===== config.mk =====
export PLATFORM = sky130hd
export DESIGN_NAME = websocket_frame_deframer_unmask
export DESIGN_NICKNAME = d
export VERILOG_FILES = /design/src/wsd_pkg.sv /design/src/wsd_in_reg.sv /design/src/wsd_parse.sv /design/src/wsd_out_reg.sv /design/src/websocket_frame_deframer_unmask.sv
export SDC_FILE = /design/constraint.sdc
export NUM_CORES = 1
export LEC_CHECK = 0
export BUFFER_PORTS_ARGS = -buffer_cell sky130_fd_sc_hd__buf_2
export CAP_MARGIN = 20
export CORE_ASPECT_RATIO = 0.75
export CORE_UTILIZATION = 56
export DETAILED_ROUTE_END_ITERATION = 8
export PLACE_DENSITY = 0.86
export SYNTH_ARGS = -nofsm -noshare
export SYNTH_HDL_FRONTEND = slang
export SYNTH_SLANG_ARGS = --single-unit
export TNS_END_PERCENT = 50

===== constraint.sdc =====
create_clock -name clk -period 7.8 [get_ports clk]
set_input_delay 1.56 -clock clk [delete_from_list [all_inputs] [get_ports clk]]
set_output_delay 1.56 -clock clk [all_outputs]
set_load 0.02 [all_outputs]

===== src/wsd_pkg.sv =====
// shared types and constants for the websocket deframer and unmasker
// no dependencies; used by every module under src
`default_nettype none

package wsd_pkg;

    localparam int unsigned BYTE_W = 8;
    localparam int unsigned LEN_W = 16;
    localparam int unsigned KEY_W = 32;

    // seven-bit length codes that select the extended length forms
    localparam logic [6:0] LEN_EXT16 = 7'd126;
    localparam logic [6:0] LEN_EXT64 = 7'd127;

    typedef enum logic [4:0] {
        PH_HDR0    = 5'b00001,
        PH_HDR1    = 5'b00010,
        PH_EXTLEN  = 5'b00100,
        PH_MASK    = 5'b01000,
        PH_PAYLOAD = 5'b10000
    } phase_t;

    typedef struct packed {
        logic [BYTE_W-1:0] payload_byte;
        logic              frame_end;
        logic              frame_empty;
        logic              too_long_error;
    } result_t;

    // pipeline control between the input, parse and output stages
    typedef struct packed {
        logic advance;
        logic out_space;
    } pipe_ctrl_t;

    // key byte for a payload index, first key byte in the top bits
    function automatic logic [BYTE_W-1:0] key_byte(input logic [KEY_W-1:0] key,
                                                   input logic [1:0] idx);
        logic [BYTE_W-1:0] kb;
        case (idx)
            2'd0:    kb = key[31:24];
            2'd1:    kb = key[23:16];
            2'd2:    kb = key[15:8];
            default: kb = key[7:0];
        endcase
        return kb;
    endfunction

endpackage

`default_nettype wire


===== src/wsd_in_reg.sv =====
// input register stage of the websocket deframer
// depends on wsd_pkg for the pipeline control struct
`default_nettype none

module wsd_in_reg (
    input  wire logic                    clk,
    input  wire logic                    rst_n,
    input  wire logic                    s_tvalid,
    output logic                         s_tready,
    input  wire logic [wsd_pkg::BYTE_W-1:0] s_tdata,
    input  wire wsd_pkg::pipe_ctrl_t     ctrl,
    output logic                         in_valid,
    output logic [wsd_pkg::BYTE_W-1:0]   in_byte
);

    logic                       valid_reg;
    logic [wsd_pkg::BYTE_W-1:0] byte_reg;

    // free slot when empty or when the held byte moves on this cycle
    assign s_tready = !valid_reg || ctrl.advance;

    always_ff @(posedge clk or negedge rst_n)
    begin
        if (!rst_n)
        begin
            valid_reg <= 1'b0;
        end
        else if (s_tvalid && s_tready)
        begin
            valid_reg <= 1'b1;
        end
        else if (ctrl.advance)
        begin
            valid_reg <= 1'b0;
        end
    end

    always_ff @(posedge clk)
    begin
        if (s_tvalid && s_tready)
        begin
            byte_reg <= s_tdata;
        end
    end

    assign in_valid = valid_reg;
    assign in_byte  = byte_reg;

endmodule

`default_nettype wire


===== src/wsd_parse.sv =====
// frame parser state and unmasking logic of the websocket deframer
// depends on wsd_pkg for phase codes, result struct and key byte select
`default_nettype none

module wsd_parse (
    input  wire logic                       clk,
    input  wire logic                       rst_n,
    input  wire logic                       step,
    input  wire logic [wsd_pkg::BYTE_W-1:0] rx_byte,
    output logic                            res_valid,
    output wsd_pkg::result_t                res
);

    wsd_pkg::phase_t           phase_reg, phase_next;
    logic                      masked_reg, masked_next;
    logic [wsd_pkg::LEN_W-1:0] rem_reg, rem_next;
    logic [wsd_pkg::KEY_W-1:0] key_reg, key_next;
    logic [1:0]                idx_reg, idx_next;
    logic [1:0]                sub_reg, sub_next;
    logic                      closed_reg, closed_next;

    always_comb
    begin
        logic                       lk_req;
        logic                       lk_masked;
        logic [wsd_pkg::LEN_W-1:0]  lk_rem;
        logic [wsd_pkg::LEN_W-1:0]  rem_dec;
        logic [wsd_pkg::BYTE_W-1:0] kb;

        phase_next  = phase_reg;
        masked_next = masked_reg;
        rem_next    = rem_reg;
        key_next    = key_reg;
        idx_next    = idx_reg;
        sub_next    = sub_reg;
        closed_next = closed_reg;
        res_valid   = 1'b0;
        res         = '0;
        lk_req      = 1'b0;
        lk_masked   = masked_reg;
        lk_rem      = rem_reg;
        rem_dec     = rem_reg - wsd_pkg::LEN_W'(1);
        kb          = masked_reg ? wsd_pkg::key_byte(key_reg, idx_reg) : '0;

        if (!closed_reg)
        begin
            case (phase_reg)
                wsd_pkg::PH_HDR1:
                begin
                    masked_next = rx_byte[7];
                    if (rx_byte[6:0] == wsd_pkg::LEN_EXT64)
                    begin
                        closed_next        = 1'b1;
                        phase_next         = wsd_pkg::PH_HDR0;
                        res_valid          = 1'b1;
                        res.too_long_error = 1'b1;
                    end
                    else if (rx_byte[6:0] == wsd_pkg::LEN_EXT16)
                    begin
                        phase_next = wsd_pkg::PH_EXTLEN;
                        sub_next   = 2'd0;
                        rem_next   = '0;
                    end
                    else
                    begin
                        lk_req    = 1'b1;
                        lk_masked = rx_byte[7];
                        lk_rem    = {9'd0, rx_byte[6:0]};
                    end
                end
                wsd_pkg::PH_EXTLEN:
                begin
                    if (sub_reg == 2'd0)
                    begin
                        rem_next = {rx_byte, 8'd0};
                        sub_next = 2'd1;
                    end
                    else
                    begin
                        sub_next = 2'd0;
                        lk_req   = 1'b1;
                        lk_rem   = rem_reg | {8'd0, rx_byte};
                    end
                end
                wsd_pkg::PH_MASK:
                begin
                    key_next = {key_reg[23:0], rx_byte};
                    if (sub_reg != 2'd3)
                    begin
                        sub_next = sub_reg + 2'd1;
                    end
                    else
                    begin
                        sub_next = 2'd0;
                        if (rem_reg == '0)
                        begin
                            phase_next      = wsd_pkg::PH_HDR0;
                            res_valid       = 1'b1;
                            res.frame_end   = 1'b1;
                            res.frame_empty = 1'b1;
                        end
                        else
                        begin
                            phase_next = wsd_pkg::PH_PAYLOAD;
                            idx_next   = 2'd0;
                        end
                    end
                end
                wsd_pkg::PH_PAYLOAD:
                begin
                    idx_next         = idx_reg + 2'd1;
                    rem_next         = rem_dec;
                    res_valid        = 1'b1;
                    res.payload_byte = rx_byte ^ kb;
                    if (rem_dec == '0)
                    begin
                        phase_next    = wsd_pkg::PH_HDR0;
                        res.frame_end = 1'b1;
                    end
                end
                default:
                begin
                    phase_next = wsd_pkg::PH_HDR1;
                end
            endcase

            // header complete: key bytes next, payload next, or an empty frame
            if (lk_req)
            begin
                rem_next = lk_rem;
                if (lk_masked)
                begin
                    phase_next = wsd_pkg::PH_MASK;
                    sub_next   = 2'd0;
                end
                else if (lk_rem == '0)
                begin
                    phase_next      = wsd_pkg::PH_HDR0;
                    res_valid       = 1'b1;
                    res.frame_end   = 1'b1;
                    res.frame_empty = 1'b1;
                end
                else
                begin
                    phase_next = wsd_pkg::PH_PAYLOAD;
                    idx_next   = 2'd0;
                end
            end
        end
    end

    always_ff @(posedge clk or negedge rst_n)
    begin
        if (!rst_n)
        begin
            phase_reg  <= wsd_pkg::PH_HDR0;
            masked_reg <= 1'b0;
            rem_reg    <= '0;
            key_reg    <= '0;
            idx_reg    <= 2'd0;
            sub_reg    <= 2'd0;
            closed_reg <= 1'b0;
        end
        else if (step)
        begin
            phase_reg  <= phase_next;
            masked_reg <= masked_next;
            rem_reg    <= rem_next;
            key_reg    <= key_next;
            idx_reg    <= idx_next;
            sub_reg    <= sub_next;
            closed_reg <= closed_next;
        end
    end

    // a closed connection never reopens without reset
    assert property (@(posedge clk) disable iff (!rst_n)
        closed_reg |=> closed_reg)
        else $error("closed flag dropped");

    assert property (@(posedge clk) disable iff (!rst_n)
        closed_reg |-> !res_valid)
        else $error("result produced after close");

    // payload phase is only entered with bytes still to come
    assert property (@(posedge clk) disable iff (!rst_n)
        (phase_reg == wsd_pkg::PH_PAYLOAD) |-> (rem_reg != '0))
        else $error("payload phase with zero remaining");

    assert property (@(posedge clk) disable iff (!rst_n)
        (res_valid && res.frame_empty) |-> (res.frame_end && res.payload_byte == '0))
        else $error("malformed empty frame marker");

endmodule

`default_nettype wire


===== src/wsd_out_reg.sv =====
// result register stage of the websocket deframer
// depends on wsd_pkg for the result struct and pipeline control struct
`default_nettype none

module wsd_out_reg (
    input  wire logic                  clk,
    input  wire logic                  rst_n,
    input  wire logic                  in_valid,
    input  wire logic                  res_valid,
    input  wire wsd_pkg::result_t      res,
    output wsd_pkg::pipe_ctrl_t        ctrl,
    output logic                       m_tvalid,
    input  wire logic                  m_tready,
    output logic [wsd_pkg::BYTE_W-1:0] m_tdata,
    output logic                       m_tlast,
    output logic [1:0]                 m_tuser
);

    logic             valid_reg;
    wsd_pkg::result_t res_reg;

    // the held result leaves or the register is empty: the next byte can step
    assign ctrl.out_space = !valid_reg || m_tready;
    assign ctrl.advance   = in_valid && ctrl.out_space;

    always_ff @(posedge clk or negedge rst_n)
    begin
        if (!rst_n)
        begin
            valid_reg <= 1'b0;
        end
        else if (ctrl.out_space)
        begin
            valid_reg <= ctrl.advance && res_valid;
        end
    end

    always_ff @(posedge clk)
    begin
        if (ctrl.advance && res_valid)
        begin
            res_reg <= res;
        end
    end

    assign m_tvalid = valid_reg;
    assign m_tdata  = res_reg.payload_byte;
    assign m_tlast  = res_reg.frame_end;
    assign m_tuser  = {res_reg.too_long_error, res_reg.frame_empty};

endmodule

`default_nettype wire


===== src/websocket_frame_deframer_unmask.sv =====
// Receive-side websocket deframer: takes the stream one byte per transfer, strips the
// header (first byte skipped, mask bit and length, optional 16-bit extended length,
// optional 4-byte key) and returns each payload byte XORed with the key, with tlast on
// the last byte of a frame. A zero-length frame gives one transfer with tuser[0] set and
// tlast set. A 64-bit length code gives one transfer with tuser[1] set, after which all
// input is taken and dropped until reset. One byte is taken every cycle unless m_tready
// holds the output back; the state update of the parser between the input register and
// the result register is the only loop, and each byte's result goes through the input and
// result registers on its way to the master side. No clearing pass after reset.
// depends on wsd_pkg, wsd_in_reg, wsd_parse and wsd_out_reg
`default_nettype none

module websocket_frame_deframer_unmask (
    input  wire logic       clk,
    input  wire logic       rst_n,
    input  wire logic       s_tvalid,
    output logic            s_tready,
    input  wire logic [7:0] s_tdata,   // [7:0] rx_byte
    output logic            m_tvalid,
    input  wire logic       m_tready,
    output logic [7:0]      m_tdata,   // [7:0] payload_byte
    output logic            m_tlast,   // frame_end
    output logic [1:0]      m_tuser    // [0] frame_empty, [1] too_long_error
);

    wsd_pkg::pipe_ctrl_t        ctrl;
    logic                       in_valid;
    logic [wsd_pkg::BYTE_W-1:0] in_byte;
    logic                       res_valid;
    wsd_pkg::result_t           res;

    wsd_in_reg u_in (
        .clk      (clk),
        .rst_n    (rst_n),
        .s_tvalid (s_tvalid),
        .s_tready (s_tready),
        .s_tdata  (s_tdata),
        .ctrl     (ctrl),
        .in_valid (in_valid),
        .in_byte  (in_byte)
    );

    wsd_parse u_parse (
        .clk       (clk),
        .rst_n     (rst_n),
        .step      (ctrl.advance),
        .rx_byte   (in_byte),
        .res_valid (res_valid),
        .res       (res)
    );

    wsd_out_reg u_out (
        .clk       (clk),
        .rst_n     (rst_n),
        .in_valid  (in_valid),
        .res_valid (res_valid),
        .res       (res),
        .ctrl      (ctrl),
        .m_tvalid  (m_tvalid),
        .m_tready  (m_tready),
        .m_tdata   (m_tdata),
        .m_tlast   (m_tlast),
        .m_tuser   (m_tuser)
    );

endmodule

`default_nettype wire

# After elaboration in Yosys (flattened, before gate mapping)
# Cells that the tools add are included.
# word_totals
reg_bits,80
inputBits,12
output_inout_bits,13
wordCells,120
# classes
addsub,3
n_eq_ne,16
n_mux,63
bitwise_logic,4
reduce_logical,20
# op_table
op,n
2-to-1 mux 16 bit,8
logical NOT 16 bit,3
case mux 16 bit (3 select lines),1
2-to-1 mux 5 bit,8
case mux 16 bit (2 select lines),1
2-to-1 mux 2 bit,15
case mux 8 bit (3 select lines),1
2-to-1 mux 1 bit,22
case mux 5 bit (4 select lines),1
OR 16 x 8 -> 16 bit,1
"subtractor 16 x 1 -> 16 bit, second input constant",1
"== test 7 bit, second input constant",2
AND reduction 6 bit,2
"!= test 3 x 1 -> 1 bit, second input constant",3
2-to-1 mux 8 bit,1
XOR 8 bit,1
"!= test 3 bit, second input constant",2
case mux 2 bit (3 select lines),1
AND reduction 3 bit,2
"== test 5 x 2 -> 1 bit, second input constant",1
"== test 5 x 3 -> 1 bit, second input constant",1
"== test 5 x 4 -> 1 bit, second input constant",1
"== test 5 bit, second input constant",1
"adder 2 x 1 -> 2 bit, second input constant",2
other kinds (17),24

# Depth between registers and ports, before layout
# depth
ltp_word,11
ltp_mapped,10

# By module
# A second synthesis with hierarchy kept.
# unflattened
hier_cells,417
area_unflattened_um2,4342.9
# modules_own_cells
module,instances,cells_per_inst,area_per_inst_um2,seq_area_each_um2
wsd_parse,1,388,3649.8,1477.7
wsd_out_reg,1,17,399.1,355.3
wsd_in_reg,1,12,294.0,265.3

# Least setup slack after synthesis
# Ideal clock, no wire load.
# synth_path
kind,input -> output
startpoint,in m_tready
endpoint,out s_tready
arrival_ns,1.818
required_time_ns,6.240
slack_ns,4.422
path_stages,2
n_path_buf,0
path_cell_list,inv_1 -> nand3_1
# synth_between
elab_chain_len,3
# synth_rtl
item,line,rtl
start: declaration,websocket_frame_deframer_unmask.sv:20,"input wire logic m_tready,"
logical OR 1 bit,wsd_out_reg.sv:23,assign ctrl.out_space = !valid_reg || m_tready;
logical AND 1 bit,wsd_out_reg.sv:24,assign ctrl.advance = in_valid && ctrl.out_space;
logical OR 1 bit,wsd_in_reg.sv:20,assign s_tready = !valid_reg || ctrl.advance;
end: declaration,websocket_frame_deframer_unmask.sv:17,"output logic s_tready,"
# Every way passes these cells.

# Final worst setup path
# layout_path
startpoint,in m_tready
endpoint,reg u_parse.rem_reg[4] (netlist bit)
# layout_between
elab_chain_len,3
# layout_rtl
item,line,rtl
logical OR 1 bit,wsd_out_reg.sv:23,
logical AND 1 bit,wsd_out_reg.sv:24,
AND reduction 6 bit (no source line),--,
end signal: assignment,wsd_parse.sv:168,rem_reg <= rem_next;
end: declaration,wsd_parse.sv:16,"logic [wsd_pkg::LEN_W-1:0] rem_reg, rem_next;"
# Every way passes these cells.
# A chain may end at the register's enable or synchronous reset.

==> flow_summary.toml <==
[yosys]
ys.flop_type = "dfrtp_1"
synth-edff-count = 19
yosysTopAreaCellShare = 0.343
ys_types = 57
yosys-top-cells-area = "dfrtp_1 (34%), edfxtp_1 (13%), mux2_2 (8.2%), o21ai_0 (3.4%), xor2_1 (2.8%)"
synth_seq_cells = 80
async_flop_share = 0.763
synth_top_cell_by_area = "dfrtp_1"
yosysWarnings = 0
synth-seq-area-share = 0.480
syn-instance-count = 420
syn_area_um2 = 4370
synthesis.nets = 441
avgSynthCellArea_um2 = 10.4

[critical_path]
worstPathRequired_ps = 8060
start_kind = "input pin"
endpoint_kind = "flop"
regToRegStartpoint = "u_parse.rem_reg[0]"
critPathArrivalTime_ps = 3930
crit_start = "m_tready"
critPathMaxFanout = 13
worstSetupPathType = "in -> reg"

[placed_design]
pre_cts_ws_ps = 3940
place_congestion = 0.902
hpwl_um = 6910
numPortBuffers = 24

[die]
die_h_um = 78.5
die-area_um2 = 8170
core_region_area_um2 = 7430
start_util = 0.588
io_pins = 25
num_rows = 27
die-width_um = 104

[final_layout]
drive_gt1_frac = 0.216
post-route-util = 0.635
largest_register_ffs = 32
area_delta_synth_final_pct = 7.96
antenna_cells = 0
nets = 452

[timing]
drv_slew = 0
setup_ws_ps = 4130
hold_violations = 0
relSlewSlack = 0.287
max_freq_mhz = 273
period_needed_ps = 3670
finalSetupViolCount = 0
setup_tns_ps = 0
finalCritPeriodShare = 0.470
finClkSkew_ps = 6.34
tightest_slew_ps = 1070
rsz0062_at_grt = "false"

[routing]
drt_iter0_markers = 433
routed_wl_um = 10000
drc = 0
wl_per_cell_um = 18.7
vias = 3447
vias_per_cell = 6.42
ant_nets = 0
firstDrtPassIters = 7

[cts]
cts_inserted_buffers = 9
cts_resized = 0
ctsHoldBuffers = 0
cts_htree_levels = 3
cts_setup_buffers = 0
clkLatencyLatePin_ps = 370
tritoncts = "yes"
cts.sinks = 80
clk_pin_slew_ps = 90
clock-root-buffer = "clkbuf_8"
clk_path_buf_depth = 2

[pwr]
peakVddDrop_uv = 199
power_density_nw_per_um2 = 376
p_leak_nw = 2.00

[global_routing]
grt_max_degree = 62
grt_util_all_layers = 0.258
first_global_vias = 3131
grt_pass1_wl_um = 16100
antenna_found_initial = 0
gr-total-overflow = 0

[hold_path]
hp-start = "u_parse.key_reg[26]"
holdCritPathClass = "reg -> reg"

[job]
drv_cap = 0

[status]
status = "finished, final reports clean"
[per-layer routing]
metal,GRT usage,vias up,wire [um]
met4,0.0829,0,132
li1,-,1582,-
met2,0.366,186,4370
met1,0.376,1665,4480
met5,0,-,0
met3,0.0806,14,1070
[cells by family after synthesis]
kind of cell	share of synthesized area
simple gates	0.166
compound gates	0.151
flops	0.480
buf+inv	0.0352
mux	0.0996
xor+xnor	0.0418
fa+ha+maj	0.0258
[worst paths after layout]
check                                            end  depth (start not counted)  slack, ps
worst min register to register   u_parse.key_reg[26]                          1        520
min in group asynchronous        u_parse.key_reg[27]                          2       1340
worst max-delay path              u_parse.rem_reg[4]                          8       4130
worst min-delay path             u_parse.key_reg[26]                          1        520
worst max register to register  u_parse.phase_reg[3]                          7       4350
max in group asynchronous        u_parse.key_reg[17]                          2       5940
[critical path, stage by stage]
cell and delay [ps]:
buf_2 90, nand2b_1 120, nand3b_1 270, nor4_1 710, nand3_1 560, nor2_1 330
o22ai_1 130, o21a_1 150
[through the flow]
| step | hold slack, ps | instance area [um2] | total power [mW] | instances |
|---|---|---|---|---|
| after floorplan | 471 | 4370 | 1.29 | 420 |
| after global placement | 493 | 4530 | 1.44 | 521 |
| after global routing | 543 | 4720 | 1.89 | 537 |
| final | 525 | 4720 | 1.78 | 537 |
| after CTS | 526 | 4720 | 1.76 | 537 |
| after detailed placement | 505 | 4530 | 1.47 | 521 |
[placed cells by master, fill, tap and decap left out, types with 4 or more instances in the layout]
master	count
or3_1	5
a31oi_1	4
a22oi_1	7
inv_1	9
xnor2_1	5
clkbuf_8	10
a22o_1	4
nor4_1	7
o21ai_0	30
buf_4	4
edfxtp_1	19
nand2_1	31
a222oi_1	8
buf_2	24
mux2_2	32
nor2_1	26
ha_1	9
a21oi_1	18
xor2_1	14
nand2b_1	9
nor3_1	21
nand3_1	11
mux2_4	5
dfrtp_1	60
[cell type report]
cell class	instances	area, um2
clock buffer	10	138
clock inverter	6	51.3
fill	567	2710
inverter	9	33.8
multi-input combinational	303	2120
sequential	80	2100
tap	101	126
timing repair buffer	28	150
[synthesized netlist by cell type (7+ instances only)]
cell       n
nand2_1   31
a22oi_1    7
clkbuf_1  25
nor3_1    21
inv_1      9
xor2_1    14
nand3_1   11
dfrtp_1   60
o21ai_0   30
ha_1       9
nand2b_1   9
a21oi_1   18
mux2_2    32
nor4_1     7
a222oi_1   8
nor2_1    27
edfxtp_1  19
[report_power, final]
| group | internal [mW] | switching, mW |
|---|---|---|
| Combinational | 0.345 | 0.458 |
| Clock | 0.128 | 0.165 |
| Sequential | 0.542 | 0.138 |
| Total | 1.02 | 0.760 |
No activity file was read; power rests on OpenSTA's default activity.
